[config.mk]
export PLATFORM = sky130hd
export DESIGN_NAME = matrix_multiply
export DESIGN_NICKNAME = d
export VERILOG_FILES = /design/src/rtl/mm_pkg.sv /design/src/rtl/matrix_multiply.sv
export SDC_FILE = /design/constraint.sdc
export NUM_CORES = 2
export LEC_CHECK = 0
export BUFFER_PORTS_ARGS = -buffer_cell sky130_fd_sc_hd__clkbuf_2
export CORE_ASPECT_RATIO = 1.4
export CORE_MARGIN = 2
export CORE_UTILIZATION = 45
export CTS_BUF_LIST = sky130_fd_sc_hd__clkbuf_4 sky130_fd_sc_hd__clkbuf_8
export CTS_CLUSTER_SIZE = 12
export DETAILED_ROUTE_END_ITERATION = 8
export HOLD_SLACK_MARGIN = 0.05
export PLACE_DENSITY = 0.68
export RECOVER_POWER = 50
export SYNTH_ARGS = -nofsm -noshare
export SYNTH_HDL_FRONTEND = slang
export SYNTH_SLANG_ARGS = --single-unit
[constraint.sdc]
create_clock -name clk_i -period 9.7 [get_ports clk_i]
set_clock_uncertainty 0.1 [all_clocks]
set_input_delay 0.485 -clock clk_i [delete_from_list [all_inputs] [get_ports clk_i]]
set_output_delay 0.485 -clock clk_i [all_outputs]
set_load 0.01 [all_outputs]
[src/rtl/mm_pkg.sv]
// Shared types, constants and helpers for the matrix multiply block.
// No dependencies; used by matrix_multiply.
package mm_pkg;

  // Default store dimension and the cap the 3-bit row and column fields allow.
  localparam int MAX_DIM_DEF = 8;
  localparam int DIM_CAP     = 8;

  localparam int ELEM_W = 16;
  localparam int PROD_W = 2 * ELEM_W;
  localparam int ACC_W  = 36;
  localparam int DIM_W  = 4;
  localparam int IDX_W  = 3;

  typedef enum logic [1:0] {
    FUNC_LOAD_A = 2'd0,
    FUNC_LOAD_B = 2'd1,
    FUNC_START  = 2'd2
  } func_e;

  typedef enum logic [1:0] {
    CFG_A_ROWS = 2'd0,
    CFG_A_COLS = 2'd1,
    CFG_B_ROWS = 2'd2,
    CFG_B_COLS = 2'd3
  } cfg_idx_e;

  typedef enum logic [2:0] {
    ST_IDLE,
    ST_READ,
    ST_MUL,
    ST_ACC,
    ST_OUT
  } state_e;

  // A zero dimension counts as one; anything above the limit counts as the limit.
  function automatic logic [DIM_W-1:0] eff_dim(input logic [DIM_W-1:0] r,
                                               input logic [DIM_W-1:0] lim);
    logic [DIM_W-1:0] res;
    res = r;
    if (r == '0) begin
      res = DIM_W'(1);
    end else if (r > lim) begin
      res = lim;
    end
    return res;
  endfunction

endpackage

[src/rtl/matrix_multiply.sv]
// Matrix multiply top level: element stores for A and B, a shared
// multiply-accumulate unit under a small sequencer, and an output register.
// Depends on mm_pkg.

// Load items (func 0 for A, 1 for B) write one signed Q8.8 element each. A
// start item (func 2) emits the product A x B in row-major order as signed
// Q20.16 values, with last_element set on the final one. The single
// multiplier and the registered store reads set the pace: each product term
// goes through read, multiply and accumulate steps, and each element then
// waits in an output step, longer if the output is stalled. When the
// effective a_cols differs from b_rows every element is zero with dim_error
// set and comes straight from the output step. The block stalls its input
// for the whole product. Elements must be loaded before they are used; the
// stores are not cleared at reset.
module matrix_multiply #(
  parameter int MAX_DIM = mm_pkg::MAX_DIM_DEF
) (
  input  logic                            clk_i,
  input  logic                            rst_ni,
  // Configuration write channel.
  input  logic                            cfg_valid_i,
  output logic                            cfg_ready_o,
  input  logic [1:0]                      cfg_index_i,
  input  logic [mm_pkg::DIM_W-1:0]        cfg_data_i,
  // Input items.
  input  logic                            in_valid_i,
  output logic                            in_stall_o,
  input  logic [1:0]                      func_i,
  input  logic [mm_pkg::IDX_W-1:0]        row_index_i,
  input  logic [mm_pkg::IDX_W-1:0]        col_index_i,
  input  logic signed [mm_pkg::ELEM_W-1:0] element_value_i,
  // Result items.
  output logic                            out_valid_o,
  input  logic                            out_stall_i,
  output logic [mm_pkg::IDX_W-1:0]        out_row_o,
  output logic [mm_pkg::IDX_W-1:0]        out_col_o,
  output logic signed [mm_pkg::ACC_W-1:0] product_value_o,
  output logic                            last_element_o,
  output logic                            dim_error_o
);
  import mm_pkg::*;

  localparam int LIM   = (MAX_DIM < DIM_CAP) ? MAX_DIM : DIM_CAP;
  localparam int DEPTH = LIM * LIM;
  localparam int AW    = (DEPTH > 1) ? $clog2(DEPTH) : 1;
  localparam int CW    = (LIM > 1) ? $clog2(LIM) : 1;
  localparam logic [DIM_W-1:0] LIM_DIM = DIM_W'(LIM);

  // Configuration registers.
  logic [DIM_W-1:0] a_rows_q, a_cols_q, b_rows_q, b_cols_q;
  logic [DIM_W-1:0] ar_eff, ac_eff, br_eff, bc_eff;

  // Element stores.
  logic signed [ELEM_W-1:0] mem_a [DEPTH];
  logic signed [ELEM_W-1:0] mem_b [DEPTH];
  logic signed [ELEM_W-1:0] a_rd_q, b_rd_q;

  // Sequencer and datapath.
  state_e state_q, state_d;
  logic [CW-1:0] i_q, i_d, j_q, j_d, k_q, k_d;
  logic err_q, err_d;
  logic signed [PROD_W-1:0] prod_q, prod_d;
  logic signed [ACC_W-1:0]  acc_q, acc_d;

  // Output register.
  logic                     out_valid_q, out_valid_d;
  logic [IDX_W-1:0]         out_row_q, out_row_d, out_col_q, out_col_d;
  logic signed [ACC_W-1:0]  out_val_q, out_val_d;
  logic                     out_last_q, out_last_d, out_err_q, out_err_d;
  logic                     out_load;

  logic in_acc, load_a, load_b, ld_in_range;
  logic [AW-1:0] ld_addr, rd_addr_a, rd_addr_b;
  logic last_i, last_j, last_k;

  assign cfg_ready_o = 1'b1;

  always_ff @(posedge clk_i or negedge rst_ni) begin
    if (!rst_ni) begin
      a_rows_q <= DIM_W'(8);
      a_cols_q <= DIM_W'(8);
      b_rows_q <= DIM_W'(8);
      b_cols_q <= DIM_W'(8);
    end else if (cfg_valid_i && cfg_ready_o) begin
      unique case (cfg_idx_e'(cfg_index_i))
        CFG_A_ROWS: a_rows_q <= cfg_data_i;
        CFG_A_COLS: a_cols_q <= cfg_data_i;
        CFG_B_ROWS: b_rows_q <= cfg_data_i;
        CFG_B_COLS: b_cols_q <= cfg_data_i;
        default: ;
      endcase
    end
  end

  assign ar_eff = eff_dim(a_rows_q, LIM_DIM);
  assign ac_eff = eff_dim(a_cols_q, LIM_DIM);
  assign br_eff = eff_dim(b_rows_q, LIM_DIM);
  assign bc_eff = eff_dim(b_cols_q, LIM_DIM);

  assign in_stall_o = (state_q != ST_IDLE);
  assign in_acc     = in_valid_i && !in_stall_o;

  // Loads outside the LIM x LIM store are dropped.
  assign ld_in_range = (DIM_W'(row_index_i) < LIM_DIM) && (DIM_W'(col_index_i) < LIM_DIM);
  assign load_a  = in_acc && (func_i == FUNC_LOAD_A) && ld_in_range;
  assign load_b  = in_acc && (func_i == FUNC_LOAD_B) && ld_in_range;
  assign ld_addr = AW'(CW'(row_index_i)) * AW'(LIM) + AW'(CW'(col_index_i));

  assign rd_addr_a = AW'(i_q) * AW'(LIM) + AW'(k_q);
  assign rd_addr_b = AW'(k_q) * AW'(LIM) + AW'(j_q);

  always_ff @(posedge clk_i) begin
    if (load_a) begin
      mem_a[ld_addr] <= element_value_i;
    end
    a_rd_q <= mem_a[rd_addr_a];
  end

  always_ff @(posedge clk_i) begin
    if (load_b) begin
      mem_b[ld_addr] <= element_value_i;
    end
    b_rd_q <= mem_b[rd_addr_b];
  end

  assign last_i = (DIM_W'(i_q) + DIM_W'(1)) == ar_eff;
  assign last_j = (DIM_W'(j_q) + DIM_W'(1)) == bc_eff;
  assign last_k = (DIM_W'(k_q) + DIM_W'(1)) == ac_eff;

  assign out_load = (state_q == ST_OUT) && (!out_valid_q || !out_stall_i);

  always_comb begin
    state_d = state_q;
    i_d     = i_q;
    j_d     = j_q;
    k_d     = k_q;
    err_d   = err_q;
    prod_d  = prod_q;
    acc_d   = acc_q;

    unique case (state_q)
      ST_IDLE: begin
        if (in_acc && (func_i == FUNC_START)) begin
          i_d   = '0;
          j_d   = '0;
          k_d   = '0;
          acc_d = '0;
          err_d = (ac_eff != br_eff);
          state_d = (ac_eff != br_eff) ? ST_OUT : ST_READ;
        end
      end
      ST_READ: begin
        state_d = ST_MUL;
      end
      ST_MUL: begin
        prod_d  = a_rd_q * b_rd_q;
        state_d = ST_ACC;
      end
      ST_ACC: begin
        acc_d = acc_q + ACC_W'(prod_q);
        if (last_k) begin
          state_d = ST_OUT;
        end else begin
          k_d     = k_q + CW'(1);
          state_d = ST_READ;
        end
      end
      ST_OUT: begin
        if (out_load) begin
          acc_d = '0;
          k_d   = '0;
          if (last_j) begin
            j_d = '0;
            i_d = i_q + CW'(1);
          end else begin
            j_d = j_q + CW'(1);
          end
          if (last_i && last_j) begin
            state_d = ST_IDLE;
          end else if (!err_q) begin
            state_d = ST_READ;
          end
        end
      end
      default: state_d = ST_IDLE;
    endcase
  end

  always_comb begin
    out_valid_d = out_valid_q && out_stall_i;
    out_row_d   = out_row_q;
    out_col_d   = out_col_q;
    out_val_d   = out_val_q;
    out_last_d  = out_last_q;
    out_err_d   = out_err_q;
    if (out_load) begin
      out_valid_d = 1'b1;
      out_row_d   = IDX_W'(i_q);
      out_col_d   = IDX_W'(j_q);
      out_val_d   = acc_q;
      out_last_d  = last_i && last_j;
      out_err_d   = err_q;
    end
  end

  always_ff @(posedge clk_i or negedge rst_ni) begin
    if (!rst_ni) begin
      state_q     <= ST_IDLE;
      i_q         <= '0;
      j_q         <= '0;
      k_q         <= '0;
      err_q       <= 1'b0;
      out_valid_q <= 1'b0;
    end else begin
      state_q     <= state_d;
      i_q         <= i_d;
      j_q         <= j_d;
      k_q         <= k_d;
      err_q       <= err_d;
      out_valid_q <= out_valid_d;
    end
  end

  always_ff @(posedge clk_i) begin
    prod_q     <= prod_d;
    acc_q      <= acc_d;
    out_row_q  <= out_row_d;
    out_col_q  <= out_col_d;
    out_val_q  <= out_val_d;
    out_last_q <= out_last_d;
    out_err_q  <= out_err_d;
  end

  assign out_valid_o     = out_valid_q;
  assign out_row_o       = out_row_q;
  assign out_col_o       = out_col_q;
  assign product_value_o = out_val_q;
  assign last_element_o  = out_last_q;
  assign dim_error_o     = out_err_q;

endmodule
# Word level (Yosys, flattened, before mapping)
# Memories as Yosys holds them, arrays and structs flattened. A register that Yosys moved wholly into a read port is not among the register bits.
# Index checks and enable logic that the tools add are counted.
# totals
ff_bits,142
memories,2
output_inout_bits,47
ramBits,2048
elab_cells,116
inputBits,35
# classes
add_sub_neg,10
n_mul,1
n_mux,33
n_reduce_logical,31
magnitude_cmp,4
n_eq_ne,18
# mem_list
name,words,width,rd,rd_ports_with_merged_regs,wr,line,source
mem_a,64,16,1,1,1,matrix_multiply.sv:54,logic signed [ELEM_W-1:0] mem_a [DEPTH];
mem_b,64,16,1,1,1,matrix_multiply.sv:55,logic signed [ELEM_W-1:0] mem_b [DEPTH];
# ops
operator,n
one-hot mux 36 bit (3 select lines),1
two-way mux 36 bit,2
two-way mux 3 bit,13
adder 36 x 32 -> 36 bit,1
multiplier 16 x 16 -> 32 bit,1
two-way mux 4 bit,8
adder 6 x 3 -> 6 bit,3
"> comparator 4 bit, second input constant",4
zero test 4 bit,4
one-hot mux 3 bit (5 select lines),1
"adder 3 x 1 -> 4 bit, second input constant",3
equality test 4 bit,3
one-hot mux 3 bit (2 select lines),2
AND reduction 2 bit,5
"adder 3 x 1 -> 3 bit, second input constant",3
one-hot mux 3 bit (3 select lines),1
AND reduction 3 bit,3
"inequality test 2 bit, second input constant",4
AND reduction 4 bit,2
logical AND 1 bit,7
"equality test 2 bit, second input constant",3
"equality test 3 x 2 -> 1 bit, second input constant",2
nonzero test 3 bit,2
two-way mux 1 bit,5
10 further kinds,14

# Longest topological paths before layout
# depth
word_depth,8
mapped_depth,23
mapped_depth_nobuf,22

# Least setup slack after synthesis
# OpenSTA, ideal clock, no wires.
# synth_path
path_kind,register to register
from,"register a_rd_q[15], read port of mem_a"
to,"register prod_q[30], data pin"
slack_ps,3580
path_stages_with_launch,19
t_required_ps,9342
arrival_ps,5762
setup_time_ps,258
synth_period_minus_slack_ps,6120
path_buffers,1
path_cell_list,dfxtp_1 -> clkbuf_1 -> nand2_1 -> inv_1 -> fa_1 -> fa_1 -> fa_1 -> fa_1 -> fa_1 -> inv_1 -> fa_1 -> inv_1 -> ha_1 -> and3_1 -> or3b_2 -> o211ai_1 -> a31o_2 -> a21oi_1 -> xnor2_1
# synth_between
elab_chain_len,1
# synth_lines
element,line,source
from (decl),matrix_multiply.sv:56,"logic signed [ELEM_W-1:0] a_rd_q, b_rd_q;"
multiplier 16 x 16 -> 32 bit,matrix_multiply.sv:156,prod_d = a_rd_q * b_rd_q;
to (signal assigned),matrix_multiply.sv:225,prod_q <= prod_d;
to (decl),matrix_multiply.sv:62,"logic signed [PROD_W-1:0] prod_q, prod_d;"
# No other way between the ends.
# A chain may end at the register's enable or synchronous reset.

# Final worst setup path
# layout_path
from,"register a_rd_q[7], read port of mem_a"
to,"register prod_q[30], data pin"
# The elaborated chain is that of the path after synthesis.

==> summary.txt <==
Critical path
  • CP arrival: 7.24 ns
  • Startpoint types: flip-flop
  • Crit path required time: 10.30 ns
  • CP Capture Type: flip-flop
  • WS Path Type: reg -> reg
  • Crit Path Max Fanout: 16

Finish
  • Final Net Count: around 5500
  • P&R area growth vs syn: 11.3%
  • Layout cells sized above 1: 0.261

Synthesis
  • YS warnings: 0
  • Post-Syn Nets: 5111
  • Sequential share of the synthesized area: 0.696
  • FFs w/ async S/R, synth: 0.0135
  • Seq cells post-synth: 2222
  • Cells after synthesis: 4693
  • Synthesized area: 95200 um2
  • Average size of a mapped cell: 20.3 um2
  • Main synth FF type: edfxtp_1
  • Library cells used by synthesis: 65
  • Count of flip-flops with a built-in enable after synthesis: ~2200

Flow run
  • Max-cap violations: 38

Drt
  • Vias per cell: 5.64
  • Routed wire length: 212 mm
  • Routed WL per cell: 25.9 um
  • Routed vias: between 40000 and 50000
  • DRC Markers: 0
  • Initial DRC Count: 4102
  • Detailed Routing Iterations Pass 1: 7
  • Post-route ant nets: 0

Clocking
  • Setup bufs post-CTS: 0
  • CTS tree: built
  • Clk slew on worst S/H paths: approximately 0.07 ns
  • Clock sinks: around 2200
  • Post-CTS sizing: 0
  • CTS root buf: clkbuf_8
  • Clk Latency, worst-skew pair: 0.93 ns
  • H-tree depth: 5
  • CTS Buffer Depth: 4
  • TritonCTS Buffers: 333

Floorplanning
  • Initial core utilization: 0.453
  • Core ar.: 210000 um2
  • Die span in x: 393 um
  • Die Y-Extent: 548 um
  • Row count: just under 200
  • Die Footprint: 215000 um2
  • Ports: 82

STA
  • Worst-Margin Slew: 4.80 ns
  • Fin crit share: 0.685
  • Fin. Hold Viols: 0
  • Max Clk Rate: roughly 150 MHz
  • Final Max Slew Viols: around 2300
  • Slew HR: -2.20
  • Final setup viols: 0
  • Crit path time final: 6.64 ns
  • RSZ-0062 raised after global routing: no
  • Setup TNS: 0 ns

Global route
  • Gr usage total: 0.198
  • Largest net degree at the start of global routing: 107
  • GR Overflow Total: 0
  • Initial antenna violation count: 18
  • Wire length of the first global-routing pass: 315 mm
  • Number of global-route vias before repair: 48600

Placement
  • IO Port Bufs: 80
  • DP HPWL: 133 mm
  • Final GP Congestion: between 0.7 and 0.8

Run status
  • Outcome: finished with violations
  • Failing checks: max-capacitance violations, max-slew violations

Hold path
  • Worst min path class: in -> reg
[cell usage after synthesis, drive strengths merged (3+ instances only)]
master     n  area [um2]
nor2b      9        56.3
and3       9        56.3
mux2i      3        30.0
a21oi     61         309
nand3b     9        67.6
fa       263        5270
edfxtp  2160       64900
a22o       4        35.0
a31oi      9        56.3
dfstp      4         105
or3        3        18.8
o31ai      3        22.5
nor3b      6        45.0
o21a      14         105
inv      303        1140
a21boi     3        22.5
mux2      18         203
buf       91         445
xnor2     42         368
a211oi     6        45.0
ha       120        1500
nand4      5        31.3
o211ai     6        50.1
dfrtp     26         651
nand2b    19         119
clkbuf   118         443
nor3      13        65.1
nand3     19        95.1
mux4     672       15100
and2     127         795
nor2     200         751
a21o      37         278
nand2    174         653
o21bai    12        90.1
a211o      3        26.3
dfxtp     32         641
nor4       4        25.0
xor2      26         228
o21ai     32         160
[metrics by stage]
| stage | area, um2 | utilization | hold slack, ns | cells | setup WS, ns |
|---|---|---|---|---|---|
| after floorplan | 95200 | - | 0.0894 | 4693 | 3.58 |
| after global placement | 99600 | 0.474 | 0.350 | 7538 | 3.11 |
| after detailed placement | 99600 | 0.474 | 0.344 | 7538 | 3.07 |
| after CTS | 106000 | 0.506 | 0.0903 | 8154 | 3.05 |
| after global routing | 106000 | 0.505 | 0.172 | 8159 | 2.66 |
| final | 106000 | 0.505 | 0.165 | 8161 | 3.06 |
[final timing paths]
check / startpoint / end / slack (ns) / depth (start not counted)
setup / recovery: a_rd_q[7] / prod_q[30] / 3.06 / 22
hold / removal: row_index_i[0] / mem_a[63][0] / 0.17 / 3
setup reg to reg: a_rd_q[7] / prod_q[30] / 3.06 / 22
hold reg to reg: acc_q[33] / product_value_o[33] / 0.36 / 0
max in group asynchronous: rst_ni / k_q[0] / 7.26 / 4
min in group asynchronous: rst_ni / b_rows_q[3] / 0.66 / 3
[routing by layer]
metal	vias to the layer above	GRT usage	wire length (um)
li1	19400	-	-
met1	24500	0.262	82200
met2	1804	0.336	108000
met3	332	0.0383	16200
met4	14	0.0523	5120
met5	-	0	92
[worst max-delay path: stages, from the launching register on]
cell and delay [ns]:
dfxtp_1 0.72, nand2_1 0.18, fa_1 0.57, inv_1 0.05, fa_1 0.50, inv_1 0.05
fa_1 0.54, inv_1 0.05, fa_1 0.39, fa_1 0.51, inv_1 0.05, fa_1 0.47
inv_1 0.04, ha_1 0.36, a21o_1 0.20, a21o_1 0.17, a21oi_1 0.19, nor2b_1 0.07
a21oi_1 0.45, o211ai_1 0.22, a31o_2 0.27, a21oi_1 0.17, xnor2_1 0.08
[flip-flops by register name (all words and copies together) (netlist names)]
name             count
a_cols_q             4
a_rd_q              16
a_rows_q             4
acc_q               36
b_cols_q             4
b_rd_q              16
b_rows_q             4
dim_error_o          1
err_q                1
i_q                  3
j_q                  3
k_q                  3
last_element_o       1
mem_a             1024
mem_b             1024
out_col_o            3
out_row_o            3
out_valid_o          1
prod_q              32
product_value_o     36
state_q              3
[kinds of logic after synthesis]
group | after synthesis | share of synthesized area
xor gates and xnor gates | 69 | 0.00649
adders and majority gates | 383 | 0.0710
DFF | 2222 | 0.696
AOI/OAI and AO/OA | 208 | 0.0143
muxes | 693 | 0.161
buffers and inverters | 512 | 0.0213
other | 1 | 0.0000394
and+or+nand+nor | 605 | 0.0299
[cells in the final DEF, fill, tap and decap left out, drive strengths merged, types with 26 or more instances in the layout]
master	synthesis	final
edfxtp	2160	2160
and2	127	127
inv	303	312
dfxtp	32	32
nand2	174	174
o21ai	32	32
dlygate4sd3	0	32
buf	91	141
xor2	26	26
fa	263	263
clkinv	0	119
ha	120	120
clkbuf	118	541
xnor2	42	42
nor2	200	200
a21o	37	37
a21oi	61	61
mux4	672	672
dfrtp	26	26
[timing repair]
item	4_1_cts	5_1_grt
endpoints found under the setup margin	0	0
hold buffers	33	0
hold endpoints to repair	793	0
[area by class of cell]
cell class / instances / area, um2
fillers: 16700 / 104000
flip-flops and latches: 2222 / 66300
clock inverters: 142 / 792
well taps: 2814 / 3520
diodes: 7 / 17.5
inverters: 303 / 1140
multi-input cells: 1959 / 27000
repair buffers: 273 / 1800
clock buffers: 441 / 5460
Power is left out: the tool's default activity adds up to more than one toggle a clock period on the data nets, which glitch-free logic cannot reach.
